`src/design/assert_macros.svh`:
```
// ----------------------------------------------------------------------------
// assertion macros
// wraps concurrent assertions so they drop out of synthesis builds
// ----------------------------------------------------------------------------
`ifndef ASSERT_MACROS_SVH
`define ASSERT_MACROS_SVH

`ifndef SYNTH

// checked on every edge outside reset
`define RFE_ASSERT(lbl, clk, rst_n, prop, msg) \
	lbl: assert property (@(posedge clk) disable iff (!rst_n) prop) else $error(msg);

// checked on edges while reset is held
`define RFE_ASSERT_IN_RST(lbl, clk, rst_n, prop, msg) \
	lbl: assert property (@(posedge clk) !rst_n |-> prop) else $error(msg);

`else

`define RFE_ASSERT(lbl, clk, rst_n, prop, msg)
`define RFE_ASSERT_IN_RST(lbl, clk, rst_n, prop, msg)

`endif

`endif

```
`src/design/rfe_pkg.sv`:
```
// ----------------------------------------------------------------------------
// rfe_pkg
// shared constants and types of the rail fence encryptor
// ----------------------------------------------------------------------------
`default_nettype none

package rfe_pkg;

	localparam int LEN_DEF   = 64;
	localparam int RAILS_DEF = 16;
	localparam int LEN_HI    = 64;
	localparam int RAILS_HI  = 64;

	localparam int DATA_W = 8;
	localparam int CFG_W  = 5;
	localparam logic [CFG_W-1:0] RAIL_CNT_RST = 5'd2;
	localparam logic [CFG_W-1:0] RAIL_CNT_MIN = 5'd2;

	// two message buffers, one per queue slot
	localparam int JOB_DEPTH = 2;
	localparam int JOB_PTR_W = $clog2(JOB_DEPTH);
	localparam int JOB_FILL_W = $clog2(JOB_DEPTH + 1);
	localparam int JOB_CNT_W = $clog2(LEN_HI + 1);
	localparam int JOB_TAG_W = $clog2(RAILS_HI);

	typedef struct packed {
		logic [JOB_CNT_W-1:0] cnt;
		logic [JOB_TAG_W-1:0] top;
		logic                 dropped;
	} job_t;

endpackage

`default_nettype wire

```
`src/design/rfe_ram.sv`:
```
// ----------------------------------------------------------------------------
// rfe_ram
// simple dual port ram, one write port, one registered read port
// ----------------------------------------------------------------------------
`default_nettype none

module rfe_ram #(
	parameter int WIDTH = 8,
	parameter int DEPTH = 64
) (
	input  wire logic                     clk,
	input  wire logic                     wr_en,
	input  wire logic [$clog2(DEPTH)-1:0] wr_addr,
	input  wire logic [WIDTH-1:0]         wr_data,
	input  wire logic [$clog2(DEPTH)-1:0] rd_addr,
	output      logic [WIDTH-1:0]         rd_data
);

	logic [WIDTH-1:0] mem_q [DEPTH];
	logic [WIDTH-1:0] rd_data_q;

	always_ff @(posedge clk) begin
		if (wr_en) begin
			mem_q[wr_addr] <= wr_data;
		end
		rd_data_q <= mem_q[rd_addr];
	end

	assign rd_data = rd_data_q;

endmodule

`default_nettype wire

```
`src/design/rfe_front.sv`:
```
// ----------------------------------------------------------------------------
// rfe_front
// accepts message bytes, walks the zigzag and stores byte and rail tag
// ----------------------------------------------------------------------------
`default_nettype none

module rfe_front #(
	parameter int MAX_LEN   = rfe_pkg::LEN_DEF,
	parameter int MAX_RAILS = rfe_pkg::RAILS_DEF
) (
	input  wire logic                                   clk,
	input  wire logic                                   arst_n,
	input  wire logic                                   start,
	output      logic                                   busy,
	input  wire logic [rfe_pkg::DATA_W-1:0]             plain_byte,
	input  wire logic                                   is_final,
	input  wire logic                                   cfg_valid,
	input  wire logic [rfe_pkg::CFG_W-1:0]              cfg_data,
	input  wire logic                                   q_full,
	input  wire logic [rfe_pkg::JOB_PTR_W-1:0]          wr_bank,
	output      logic                                   push,
	output      rfe_pkg::job_t                          push_job,
	output      logic                                   mem_we,
	output      logic [rfe_pkg::JOB_PTR_W+$clog2(MAX_LEN)-1:0] mem_waddr,
	output      logic [rfe_pkg::DATA_W+$clog2(MAX_RAILS)-1:0] mem_wdata
);

	import rfe_pkg::*;

	localparam int TW = $clog2(MAX_RAILS);
	localparam int IW = $clog2(MAX_LEN);
	localparam int CW = $clog2(MAX_LEN + 1);

	logic [CFG_W-1:0] cfg_q;
	logic [CW-1:0]    cnt_q;
	logic [TW-1:0]    rail_q;
	logic [TW-1:0]    top_q;
	logic             down_q;
	logic             drop_q;

	logic             accept;
	logic             room;
	logic [TW-1:0]    eff_last;
	logic [TW-1:0]    row;
	logic             down_nx;
	logic [TW-1:0]    rail_nx;
	logic [CW-1:0]    cnt_nx;
	logic [TW-1:0]    top_nx;
	logic             drop_nx;

	assign busy   = q_full;
	assign accept = start && !q_full;
	assign room   = cnt_q < CW'(MAX_LEN);

	// rail count clamped to the supported range
	always_comb begin
		if (cfg_q < RAIL_CNT_MIN) begin
			eff_last = TW'(1);
		end else if (int'(cfg_q) > MAX_RAILS) begin
			eff_last = TW'(MAX_RAILS - 1);
		end else begin
			eff_last = TW'(cfg_q - 5'd1);
		end
	end

	always_comb begin
		row = (rail_q > eff_last) ? eff_last : rail_q;
		if (row == '0) begin
			down_nx = 1'b1;
		end else if (row == eff_last) begin
			down_nx = 1'b0;
		end else begin
			down_nx = down_q;
		end
		rail_nx = down_nx ? TW'(row + 1'b1) : TW'(row - 1'b1);
		cnt_nx  = room ? CW'(cnt_q + 1'b1) : cnt_q;
		top_nx  = (room && (row > top_q)) ? row : top_q;
		drop_nx = drop_q | !room;
	end

	assign mem_we    = accept && room;
	assign mem_waddr = {wr_bank, cnt_q[IW-1:0]};
	assign mem_wdata = {row, plain_byte};

	assign push             = accept && is_final;
	assign push_job.cnt     = JOB_CNT_W'(cnt_nx);
	assign push_job.top     = JOB_TAG_W'(top_nx);
	assign push_job.dropped = drop_nx;

	always_ff @(posedge clk or negedge arst_n) begin
		if (!arst_n) begin
			cfg_q <= RAIL_CNT_RST;
		end else if (cfg_valid) begin
			cfg_q <= cfg_data;
		end
	end

	always_ff @(posedge clk or negedge arst_n) begin
		if (!arst_n) begin
			cnt_q  <= '0;
			rail_q <= '0;
			top_q  <= '0;
			down_q <= 1'b0;
			drop_q <= 1'b0;
		end else if (accept) begin
			if (is_final) begin
				cnt_q  <= '0;
				rail_q <= '0;
				top_q  <= '0;
				down_q <= 1'b0;
				drop_q <= 1'b0;
			end else begin
				cnt_q  <= cnt_nx;
				rail_q <= rail_nx;
				top_q  <= top_nx;
				down_q <= down_nx;
				drop_q <= drop_nx;
			end
		end
	end

endmodule

`default_nettype wire

```
`src/design/rfe_job_queue.sv`:
```
// ----------------------------------------------------------------------------
// rfe_job_queue
// queue of finished messages awaiting emission, slot number selects buffer
// ----------------------------------------------------------------------------
`default_nettype none

`include "assert_macros.svh"

module rfe_job_queue (
	input  wire logic                          clk,
	input  wire logic                          arst_n,
	input  wire logic                          push,
	input  wire rfe_pkg::job_t                 push_job,
	input  wire logic                          pop,
	output      rfe_pkg::job_t                 head_job,
	output      logic [rfe_pkg::JOB_PTR_W-1:0] wr_bank,
	output      logic [rfe_pkg::JOB_PTR_W-1:0] rd_bank,
	output      logic                          full,
	output      logic                          empty
);

	import rfe_pkg::*;

	job_t                  slot_q [JOB_DEPTH];
	logic [JOB_PTR_W-1:0]  wr_ptr_q;
	logic [JOB_PTR_W-1:0]  rd_ptr_q;
	logic [JOB_FILL_W-1:0] count_q;

	assign wr_bank  = wr_ptr_q;
	assign rd_bank  = rd_ptr_q;
	assign head_job = slot_q[rd_ptr_q];
	assign full     = count_q == JOB_FILL_W'(JOB_DEPTH);
	assign empty    = count_q == '0;

	always_ff @(posedge clk) begin
		if (push) begin
			slot_q[wr_ptr_q] <= push_job;
		end
	end

	// pointers wrap naturally, depth is a power of two
	always_ff @(posedge clk or negedge arst_n) begin
		if (!arst_n) begin
			wr_ptr_q <= '0;
			rd_ptr_q <= '0;
			count_q  <= '0;
		end else begin
			if (push) begin
				wr_ptr_q <= JOB_PTR_W'(wr_ptr_q + 1'b1);
			end
			if (pop) begin
				rd_ptr_q <= JOB_PTR_W'(rd_ptr_q + 1'b1);
			end
			if (push && !pop) begin
				count_q <= JOB_FILL_W'(count_q + 1'b1);
			end else if (pop && !push) begin
				count_q <= JOB_FILL_W'(count_q - 1'b1);
			end
		end
	end

	`RFE_ASSERT(a_no_overrun, clk, arst_n, push |-> !full, "push into full job queue")
	`RFE_ASSERT(a_no_underrun, clk, arst_n, pop |-> !empty, "pop from empty job queue")
	`RFE_ASSERT(a_empty_ptrs, clk, arst_n, empty |-> (wr_ptr_q == rd_ptr_q), "pointers split while empty")

endmodule

`default_nettype wire

```
`src/design/rfe_back.sv`:
```
// ----------------------------------------------------------------------------
// rfe_back
// scans a stored message rail by rail and emits the ciphertext bytes
// ----------------------------------------------------------------------------
`default_nettype none

`include "assert_macros.svh"

module rfe_back #(
	parameter int MAX_LEN   = rfe_pkg::LEN_DEF,
	parameter int MAX_RAILS = rfe_pkg::RAILS_DEF
) (
	input  wire logic                                   clk,
	input  wire logic                                   arst_n,
	input  wire logic                                   q_empty,
	input  wire rfe_pkg::job_t                          head_job,
	input  wire logic [rfe_pkg::JOB_PTR_W-1:0]          rd_bank,
	output      logic                                   pop,
	output      logic [rfe_pkg::JOB_PTR_W+$clog2(MAX_LEN)-1:0] mem_raddr,
	input  wire logic [rfe_pkg::DATA_W+$clog2(MAX_RAILS)-1:0] mem_rdata,
	output      logic                                   result_strobe,
	output      logic [rfe_pkg::DATA_W-1:0]             cipher_byte,
	output      logic                                   run_last,
	output      logic                                   overflowed
);

	import rfe_pkg::*;

	localparam int TW = $clog2(MAX_RAILS);
	localparam int IW = $clog2(MAX_LEN);
	localparam int CW = $clog2(MAX_LEN + 1);

	localparam logic [1:0] ST_IDLE  = 2'd0;
	localparam logic [1:0] ST_SCAN  = 2'd1;
	localparam logic [1:0] ST_WAIT  = 2'd2;
	localparam logic [1:0] ST_FLUSH = 2'd3;

	logic [1:0]        state_q;
	logic [IW-1:0]     idx_q;
	logic [TW-1:0]     rail_q;
	logic              valid_s1;
	logic [TW-1:0]     rail_s1;
	logic              held_v_q;
	logic [DATA_W-1:0] held_byte_q;
	logic              res_strobe_q;
	logic              res_last_q;
	logic [DATA_W-1:0] res_byte_q;
	logic              res_ovf_q;

	logic [CW-1:0]     cnt_last;
	logic [TW-1:0]     top_rail;
	logic              idx_end;
	logic              match;

	assign cnt_last = CW'(CW'(head_job.cnt) - 1'b1);
	assign top_rail = TW'(head_job.top);
	assign idx_end  = CW'(idx_q) == cnt_last;
	assign match    = valid_s1 && (mem_rdata[DATA_W +: TW] == rail_s1);

	assign mem_raddr = {rd_bank, idx_q};
	assign pop       = state_q == ST_FLUSH;

	always_ff @(posedge clk or negedge arst_n) begin
		if (!arst_n) begin
			state_q <= ST_IDLE;
			idx_q   <= '0;
			rail_q  <= '0;
		end else begin
			case (state_q)
				ST_IDLE: begin
					if (!q_empty) begin
						state_q <= ST_SCAN;
						idx_q   <= '0;
						rail_q  <= '0;
					end
				end
				ST_SCAN: begin
					if (idx_end) begin
						idx_q  <= '0;
						rail_q <= TW'(rail_q + 1'b1);
						if (rail_q == top_rail) begin
							state_q <= ST_WAIT;
						end
					end else begin
						idx_q <= IW'(idx_q + 1'b1);
					end
				end
				ST_WAIT: begin
					state_q <= ST_FLUSH;
				end
				ST_FLUSH: begin
					state_q <= ST_IDLE;
				end
				default: begin
					state_q <= ST_IDLE;
				end
			endcase
		end
	end

	always_ff @(posedge clk or negedge arst_n) begin
		if (!arst_n) begin
			valid_s1 <= 1'b0;
			held_v_q <= 1'b0;
		end else begin
			valid_s1 <= state_q == ST_SCAN;
			if (match) begin
				held_v_q <= 1'b1;
			end else if (state_q == ST_FLUSH) begin
				held_v_q <= 1'b0;
			end
		end
	end

	always_ff @(posedge clk) begin
		rail_s1 <= rail_q;
		if (match) begin
			held_byte_q <= mem_rdata[DATA_W-1:0];
		end
	end

	// held byte goes out once the next match proves it is not the last one, or at flush as the last byte
	always_ff @(posedge clk or negedge arst_n) begin
		if (!arst_n) begin
			res_strobe_q <= 1'b0;
			res_last_q   <= 1'b0;
		end else begin
			res_strobe_q <= (match && held_v_q) || (state_q == ST_FLUSH);
			res_last_q   <= state_q == ST_FLUSH;
		end
	end

	always_ff @(posedge clk) begin
		res_byte_q <= held_byte_q;
		res_ovf_q  <= head_job.dropped;
	end

	assign result_strobe = res_strobe_q;
	assign cipher_byte   = res_byte_q;
	assign run_last      = res_last_q;
	assign overflowed    = res_ovf_q;

	`RFE_ASSERT(a_flush_held, clk, arst_n, (state_q == ST_FLUSH) |-> held_v_q, "flush with no byte held")
	`RFE_ASSERT(a_flush_last, clk, arst_n, (state_q == ST_FLUSH) |=> (result_strobe && run_last), "final byte not emitted after flush")
	`RFE_ASSERT(a_last_strobe, clk, arst_n, run_last |-> result_strobe, "last flag without strobe")
	`RFE_ASSERT(a_job_present, clk, arst_n, (state_q != ST_IDLE) |-> !q_empty, "scan without a queued message")
	`RFE_ASSERT_IN_RST(a_rst_quiet, clk, arst_n, !result_strobe, "result strobe during reset")

endmodule

`default_nettype wire

```
`src/design/rail_fence_encrypt_unit.sv`:
```
// ----------------------------------------------------------------------------
// rail_fence_encrypt_unit
// rail fence (zigzag) encryptor, one plaintext byte per request
// ----------------------------------------------------------------------------
// A byte is taken on every cycle with start high and busy low. The request
// flagged is_final starts emission: the message is scanned from RAM one
// entry per cycle for each rail up to the highest rail used. Two message
// buffers let the next message load while one is emitted; busy is high
// only while both hold messages not yet fully emitted. Each result is on
// the outputs for one cycle with result_strobe high and cannot be held off;
// run_last marks the last byte. Bytes past MAX_LEN are dropped and
// overflowed is set on every result of that message. A rail_count below 2
// acts as 2 and above MAX_RAILS as MAX_RAILS; write it only while no
// message is in flight.
// ----------------------------------------------------------------------------
`default_nettype none

module rail_fence_encrypt_unit #(
	parameter int MAX_LEN   = rfe_pkg::LEN_DEF,
	parameter int MAX_RAILS = rfe_pkg::RAILS_DEF
) (
	input  wire logic                       clk,
	input  wire logic                       arst_n,
	input  wire logic                       start,
	output      logic                       busy,
	input  wire logic [rfe_pkg::DATA_W-1:0] plain_byte,
	input  wire logic                       is_final,
	input  wire logic                       cfg_valid,
	output      logic                       cfg_ready,
	input  wire logic [rfe_pkg::CFG_W-1:0]  cfg_data,
	output      logic                       result_strobe,
	output      logic [rfe_pkg::DATA_W-1:0] cipher_byte,
	output      logic                       run_last,
	output      logic                       overflowed
);

	import rfe_pkg::*;

	localparam int TW    = $clog2(MAX_RAILS);
	localparam int IW    = $clog2(MAX_LEN);
	localparam int AW    = JOB_PTR_W + IW;
	localparam int MW    = DATA_W + TW;
	localparam int DEPTH = JOB_DEPTH << IW;

	logic                 q_full;
	logic                 q_empty;
	logic                 push;
	logic                 pop;
	job_t                 push_job;
	job_t                 head_job;
	logic [JOB_PTR_W-1:0] wr_bank;
	logic [JOB_PTR_W-1:0] rd_bank;
	logic                 mem_we;
	logic [AW-1:0]        mem_waddr;
	logic [MW-1:0]        mem_wdata;
	logic [AW-1:0]        mem_raddr;
	logic [MW-1:0]        mem_rdata;

	assign cfg_ready = 1'b1;

	rfe_front #(
		.MAX_LEN   (MAX_LEN),
		.MAX_RAILS (MAX_RAILS)
	) u_front (
		.clk        (clk),
		.arst_n     (arst_n),
		.start      (start),
		.busy       (busy),
		.plain_byte (plain_byte),
		.is_final   (is_final),
		.cfg_valid  (cfg_valid),
		.cfg_data   (cfg_data),
		.q_full     (q_full),
		.wr_bank    (wr_bank),
		.push       (push),
		.push_job   (push_job),
		.mem_we     (mem_we),
		.mem_waddr  (mem_waddr),
		.mem_wdata  (mem_wdata)
	);

	rfe_job_queue u_queue (
		.clk      (clk),
		.arst_n   (arst_n),
		.push     (push),
		.push_job (push_job),
		.pop      (pop),
		.head_job (head_job),
		.wr_bank  (wr_bank),
		.rd_bank  (rd_bank),
		.full     (q_full),
		.empty    (q_empty)
	);

	rfe_ram #(
		.WIDTH (MW),
		.DEPTH (DEPTH)
	) u_msg_ram (
		.clk     (clk),
		.wr_en   (mem_we),
		.wr_addr (mem_waddr),
		.wr_data (mem_wdata),
		.rd_addr (mem_raddr),
		.rd_data (mem_rdata)
	);

	rfe_back #(
		.MAX_LEN   (MAX_LEN),
		.MAX_RAILS (MAX_RAILS)
	) u_back (
		.clk           (clk),
		.arst_n        (arst_n),
		.q_empty       (q_empty),
		.head_job      (head_job),
		.rd_bank       (rd_bank),
		.pop           (pop),
		.mem_raddr     (mem_raddr),
		.mem_rdata     (mem_rdata),
		.result_strobe (result_strobe),
		.cipher_byte   (cipher_byte),
		.run_last      (run_last),
		.overflowed    (overflowed)
	);

endmodule

`default_nettype wire

```
`config.mk`:
```
export PLATFORM = sky130hd
export DESIGN_NAME = rail_fence_encrypt_unit
export DESIGN_NICKNAME = d
export VERILOG_FILES = /design/src/design/rfe_pkg.sv /design/src/design/rfe_ram.sv /design/src/design/rfe_front.sv /design/src/design/rfe_job_queue.sv /design/src/design/rfe_back.sv /design/src/design/rail_fence_encrypt_unit.sv
export VERILOG_INCLUDE_DIRS = /design/src /design/src/design
export SDC_FILE = /design/constraint.sdc
export NUM_CORES = 2
export LEC_CHECK = 0
export BUFFER_PORTS_ARGS = -buffer_cell sky130_fd_sc_hd__buf_2
export CAP_MARGIN = 0
export CORE_UTILIZATION = 40
export CTS_BUF_LIST = sky130_fd_sc_hd__clkbuf_8
export CTS_CLUSTER_SIZE = 28
export DETAILED_ROUTE_END_ITERATION = 7
export PLACE_DENSITY_LB_ADDON = 0.3
export SLEW_MARGIN = 40
export SYNTH_ARGS = -nofsm -noshare
export SYNTH_HDL_FRONTEND = slang
export SYNTH_SLANG_ARGS = --single-unit
```
`constraint.sdc`:
```
create_clock -name clk -period 25.4 [get_ports clk]
set_clock_uncertainty 0.15 [all_clocks]
set_input_delay 5.08 -clock clk [delete_from_list [all_inputs] [get_ports clk]]
set_output_delay 5.08 -clock clk [all_outputs]
set_load 0.02 [all_outputs]
```
* Word level (Yosys, flattened, before mapping)
Memories as Yosys holds them, arrays and structs flattened. A register that Yosys moved wholly into a read port is not among the register bits.
Cells that the tools add are included.
** Word-level totals
- Register bits after elaboration :: 63
- Bits in writable memories :: 1560
- Input port bits :: 18
- Output and inout port bits :: 13
- Logic and storage cells :: 103
- Memories kept :: 2
** Memories
- u_msg_ram.mem_q :: words 128, bits a word 12, rd ports 1, clocked after Yosys merged registers in 1, wr ports 1, line rfe_ram.sv:19 : logic [WIDTH-1:0] mem_q [DEPTH];
- u_queue.slot_q :: words 2, bits a word 12, rd ports 1, clocked after Yosys merged registers in 0, wr ports 1, line rfe_job_queue.sv:24 : job_t slot_q [JOB_DEPTH];
** Operators by class
- Add/subtract/negate cells :: 11
- Order comparisons :: 5
- Equality and inequality tests :: 11
- Multiplexer cells :: 31
- Bitwise gates (word level) :: 1
- Reduce and logical (&&, ||, !) cells :: 22
** Operator list (count)
- 2-to-1 mux 4 bit :: 9
- 2-to-1 mux 7 bit :: 2
- equality test 4 bit :: 3
- 2-to-1 mux 6 bit :: 2
- one-hot mux 6 bit (2 select lines) :: 1
- 2-to-1 mux 1 bit :: 10
- 2-to-1 mux 2 bit :: 5
- adder 4 x 1 -> 4 bit (second input constant) :: 2
- greater-than comparator 4 bit :: 2
- logical AND 1 bit :: 8
- one-hot mux 2 bit (4 select lines) :: 1
- one-hot mux 4 bit (2 select lines) :: 1
- subtractor 4 x 1 -> 4 bit (second input constant) :: 2
- adder 7 x 1 -> 7 bit (second input constant) :: 1
- equality test 6 x 7 -> 1 bit :: 1
- less-than comparator 7 bit (second input constant) :: 1
- subtractor 7 x 1 -> 7 bit (second input constant) :: 1
- adder 6 x 1 -> 6 bit (second input constant) :: 1
- equality test 2 bit (second input constant) :: 3
- AND reduction 3 bit :: 2
- nonzero test 2 bit :: 3
- greater-than comparator 5 bit (second input constant) :: 1
- less-than comparator 5 x 2 -> 1 bit (second input constant) :: 1
- logical NOT 1 bit :: 4
- 11 further kinds :: 14

* Longest topological paths before layout
- Word-level depth :: 10
- Depth in mapped cells :: 21
- Depth with buffers taken out :: 21

* By module
From an unflattened synthesis, not the netlist that was laid out.
** Second synthesis, totals
- Cell total of the unflattened synthesis :: 2756
- Area total of the unflattened synthesis :: 63841.2 µm²
** By module, submodules not included
- rfe_ram :: times used 1, cells each 2362, area an instance 59128.0 µm², sequential area each 46364.5 µm²
- rfe_front :: times used 1, cells each 198, area an instance 1831.8 µm², sequential area each 551.8 µm²
- rfe_back :: times used 1, cells each 134, area an instance 1620.3 µm², sequential area each 900.9 µm²
- rfe_job_queue :: times used 1, cells each 60, area an instance 1249.9 µm², sequential area each 940.9 µm²
- rail_fence_encrypt_unit :: times used 1, cells each 2, area an instance 11.3 µm², sequential area each 0.0 µm²

* Worst setup path after synthesis
Ideal clock, no wire load.
- Path type :: register to register
- Start point :: reg u_front.cfg_q[1]
- End point :: mem u_queue.slot_q[0][3] (netlist bit), data pin
- Setup time :: 0.276 ns
- Arrival time :: 7.600 ns
- Required time :: 24.974 ns
- Slack :: 17.374 ns
- Cell stages (with the launch flop) :: 17
- Buffers on the path :: 0
- Period minus slack after synthesis :: 8.026 ns
- Cell sequence :: dfstp_2 inv_1 ha_1 nor2b_1 a311oi_1 inv_1 ha_1 nand3_1 nor2_1 o32a_1 nor2_1 a21oi_1 ha_1 o21a_1 o21a_1 o21ai_1 mux2_2
** RTL lines
- start: declaration :: line rfe_front.sv:34 : logic [CFG_W-1:0] cfg_q;
- start signal: assignment :: line rfe_front.sv:94 : cfg_q <= cfg_data;
- end: declaration :: line rfe_job_queue.sv:24

* Worst setup path in the final report
- Start point :: reg u_queue.count_q[0]
- End point :: out busy
** Between the ends
- Word-level cells in the longest chain between the ends :: 1
** Ends and longest elaborated chain
- start: declaration :: line rfe_job_queue.sv:27 : logic [JOB_FILL_W-1:0] count_q;
- start signal: assignment :: line rfe_job_queue.sv:55 : count_q <= JOB_FILL_W'(count_q + 1'b1);
- start signal: assignment :: line rfe_job_queue.sv:57 : count_q <= JOB_FILL_W'(count_q - 1'b1);
- equality test 2 bit :: line rfe_job_queue.sv:32 : assign full = count_q == JOB_FILL_W'(JOB_DEPTH);
- end: declaration :: line rail_fence_encrypt_unit.sv:25 : output logic busy,
No other way between the ends.

==> reports/results.tsv <==
stage	metric	value	unit
outcome	status	finished, final reports clean	
sta	Final Hold Violating Endpoints	0	
drt	TritonRoute pass-1 iters	5	
place	buffers added on ports	29	
setup_path	Buffers & Inverters on Critical Path	2	
global_route	Total Routing Usage GR	18.60	%
setup_path	Slowest cell on crit path	dfrtp_1	
power	P_sw	2.062	mW
floorplanning	Ports	31	
clock_tree	Num CTS Buffers	281	
worst_hold_path	Worst Hold Path EP	u_back.cipher_byte[4]	
global_route	first-pass GRT wire length	218200	um
synth	most common cell in the synthesized netlist	edfxtp_1	
synth	Gate Count Post-Synth	3063	
clock_tree	root buffer cell	clkbuf_8	
power	Internal	4.959	mW
setup_path	Crit path required time	20.17	ns
setup_path	CP Capture Type	output port	
finish	Filler cells	13070	
clock_tree	Max Root-Sink Buffers	4	
setup_path	WS Path Type	flop to output port	
global_route	largest net degree at the start of global routing	97	
setup_path	CP cell instances	nand2b_1, inv_1, buf_2	
finish	proportion of layout cells with a drive suffix above 1	30.66	%
setup_path	FF-to-FF Start	u_front.cfg_q[1]	
floorplanning	core box area	158700	um2
synth	synthesized area	64080	um2
sta	PnR worst setup slack	18.35	ns
drt	initial detailed-routing violation count	3053	
drt	Detail Route Antenna Nets	0	
clock_tree	CTS H-tree depth	5	
power	power share of the clock group	30.6	%
power	Power Dens Cells	97.50	nW/um2
sta	RSZ-0062 raised after global routing	no	
synth	async set-or-reset flop fraction in the synthesized netlist	2.569	%
power	combinational share of power	22.9	%
finish	layout net count	3297	
drt	total wire length	149400	um
worst_hold_path	min-delay worst type	flop to flop	
global_route	number of global-route vias before repair	31160	
drt	vias per cell	5.525	
synth	Post-synth EDFFs	1568	
synth	Syn Nets	3102	
floorplanning	Die Wd	402.2	um
setup_path	delay-heaviest family, CP	flip-flops	
synth	Synth top area share	73.48	%
global_route	remaining global-route overflow	0	
synth	synth warn	0	
sta	Tcrit/Tclk final	27.76	%
synth	Syn Area/Cell	20.92	um2
clock_tree	hold-fix buffers at CTS	0	
synth	Synth top cells by count	1568 x edfxtp_1, 384 x mux4_2, 151 x nor2_1	
setup_path	worst r2r dst	u_front.top_q[2]	
setup_path	reg2reg setup slack	19.76	ns
clock_tree	CTS resizes	0	
run	Max-Cap Viols	0	
drt	WL per Instance	27.06	um
floorplanning	die area	161800	um2
power	switching share of power	29.36	%
setup_path	Critical Path Start	u_queue.count_q[0]	
synth	synth top area cells	edfxtp_1 73%, mux4_2 13%, mux2_2 1.8%, mux2i_1 1.7%, dfrtp_1 1.6%	
setup_path	Crit path largest cell delay	0.42	ns
sta	Fin Hold WS	0.1901	ns
clock_tree	Skew-Pair Late Insertion Delay	1.00	ns
place	Placement Setup Slack	17.31	ns
floorplanning	Initial Util	40.36	%
synth	main flop type after synthesis	edfxtp_1	
place	routability cong.	0.8193	
drt	post-route DRC violation count	0	
finish	final core occ	45.36	%
setup_path	CP Max Fanout	4	
power	register share of total power	46.5	%
place	post-DP HPWL	88320	um
synth	flop and latch count out of synthesis	1635	
sta	Final Slew Violations	0	
worst_hold_path	hold depth	0	
clock_tree	# clock sinks	1635	
clock_tree	post-CTS setup buffer count	0	
finish	P&R area growth vs syn	12.39	%
global_route	antenna violations before repair	6	
sta	clock period minus worst slack	7.051	ns
place	cell area after placement	66930	um2
finish	fin area	72010	um2
sta	Relative slew margins	42.58	%
floorplanning	die height	402.2	um
floorplanning	row cnt	146	
synth	post-synth top area cell	edfxtp_1	
power	Pleak	22.04	nW
synth	sequential-to-total area share from yosys stat	75.91	%
drt	vias post-DR	30500	
worst_hold_path	hold path start	u_back.held_byte_q[4]	
setup_path	CP arrival	1.82	ns
setup_path	Worst Reg-to-Reg Cells	19	
sta	final setup vio count	0	
synth	Distinct cells, synth	61	
setup_path	CP startpoint kind	flop	
clock_tree	CTS tree	built	
power	IR drop worst, VDD	0.07132	mV
clock_tree	Clock transition at path regs	0.05	ns
sta	Worst Tran Pin Value	0.8587	ns
sta	setup TNS	0	ns
sta	Max Fclk	141.8	MHz
[cell families (layout without fill, tap and decap cells)]
kind of cell	count (synthesis)	count (layout)	synth area share, %
other	1	2	0.005852
xor gates and xnor gates	32	32	0.4706
AOI/OAI and AO/OA	266	266	2.661
adders and majority gates	21	21	0.4218
muxes	598	598	17.05
DFF	1635	1635	75.91
buffers and inverters	191	575	1.252
and+or+nand+nor	319	319	2.236
[final cells by class]
type,instances,area [um2],share of cell area [%]
Antenna cell,1,2.502,0.003475
Timing Repair Buffer,79,666.9,0.9261
Clock inverter,185,1011,1.404
Inverter,24,90.09,0.1251
Multi-Input combinational cell,1237,15040,20.89
Tap cell,2072,2592,3.600
Sequential cell,1635,48660,67.57
Clock buffer,287,3950,5.485
[power by group through the flow]
stage	combinational (mW)	clock, mW	sequential [mW]
global placement	1.60	0	3.32
global route	1.72	2.32	3.27
floorplan	1.06	0	3.28
CTS	1.63	2.20	3.26
finish	1.61	2.15	3.26
detailed placement	1.63	0	3.32
[flip-flops by register name (all words and copies together), names as in the netlist, 5 cells and up]
name / cells
u_front.cfg_q: 5
u_queue.slot_q: 24
u_back.cipher_byte: 8
u_msg_ram.mem_q: 1536
u_back.held_byte_q: 8
u_front.cnt_q: 7
u_back.idx_q: 6
u_msg_ram.rd_data: 12
[how the worst max path moves through the flow]
stage	to	slack (ns)	cells past startpoint
floorplan	u_queue.slot_q[0][3]	17.37	16
detailed placement	u_msg_ram.mem_q[102][8]	17.31	5
finish	busy	18.35	3
CTS	busy	18.22	3
global route	busy	18.22	3
global placement	u_msg_ram.mem_q[62][5]	16.93	5
[per-layer routing]
layer  wire length [um]  up-vias  track usage, %
met1              65770    16060           26.50
met2              70430     1133           28.92
met4               2981        6           5.069
met5                 41        -               0
li1                   -    13080               -
met3              10140      226           4.093
[cells in the final DEF (no fill, tap or decap), drive strengths merged, types with 59 or more instances in the layout]
| master | count |
|---|---|
| nor2 | 153 |
| inv | 103 |
| clkbuf | 287 |
| nand3 | 65 |
| mux4 | 384 |
| clkinv | 90 |
| a21oi | 59 |
| buf | 79 |
| o21ai | 80 |
| mux2 | 106 |
| edfxtp | 1568 |
| mux2i | 108 |
[metrics by stage]
step                cells  total power [mW]
floorplan            3063             4.337
global placement     5042             4.922
detailed placement   5045             4.950
CTS                  5517             7.097
global route         5520             7.308
finish               5520             7.021
Note: power is estimated with default switching activity, not from simulation.
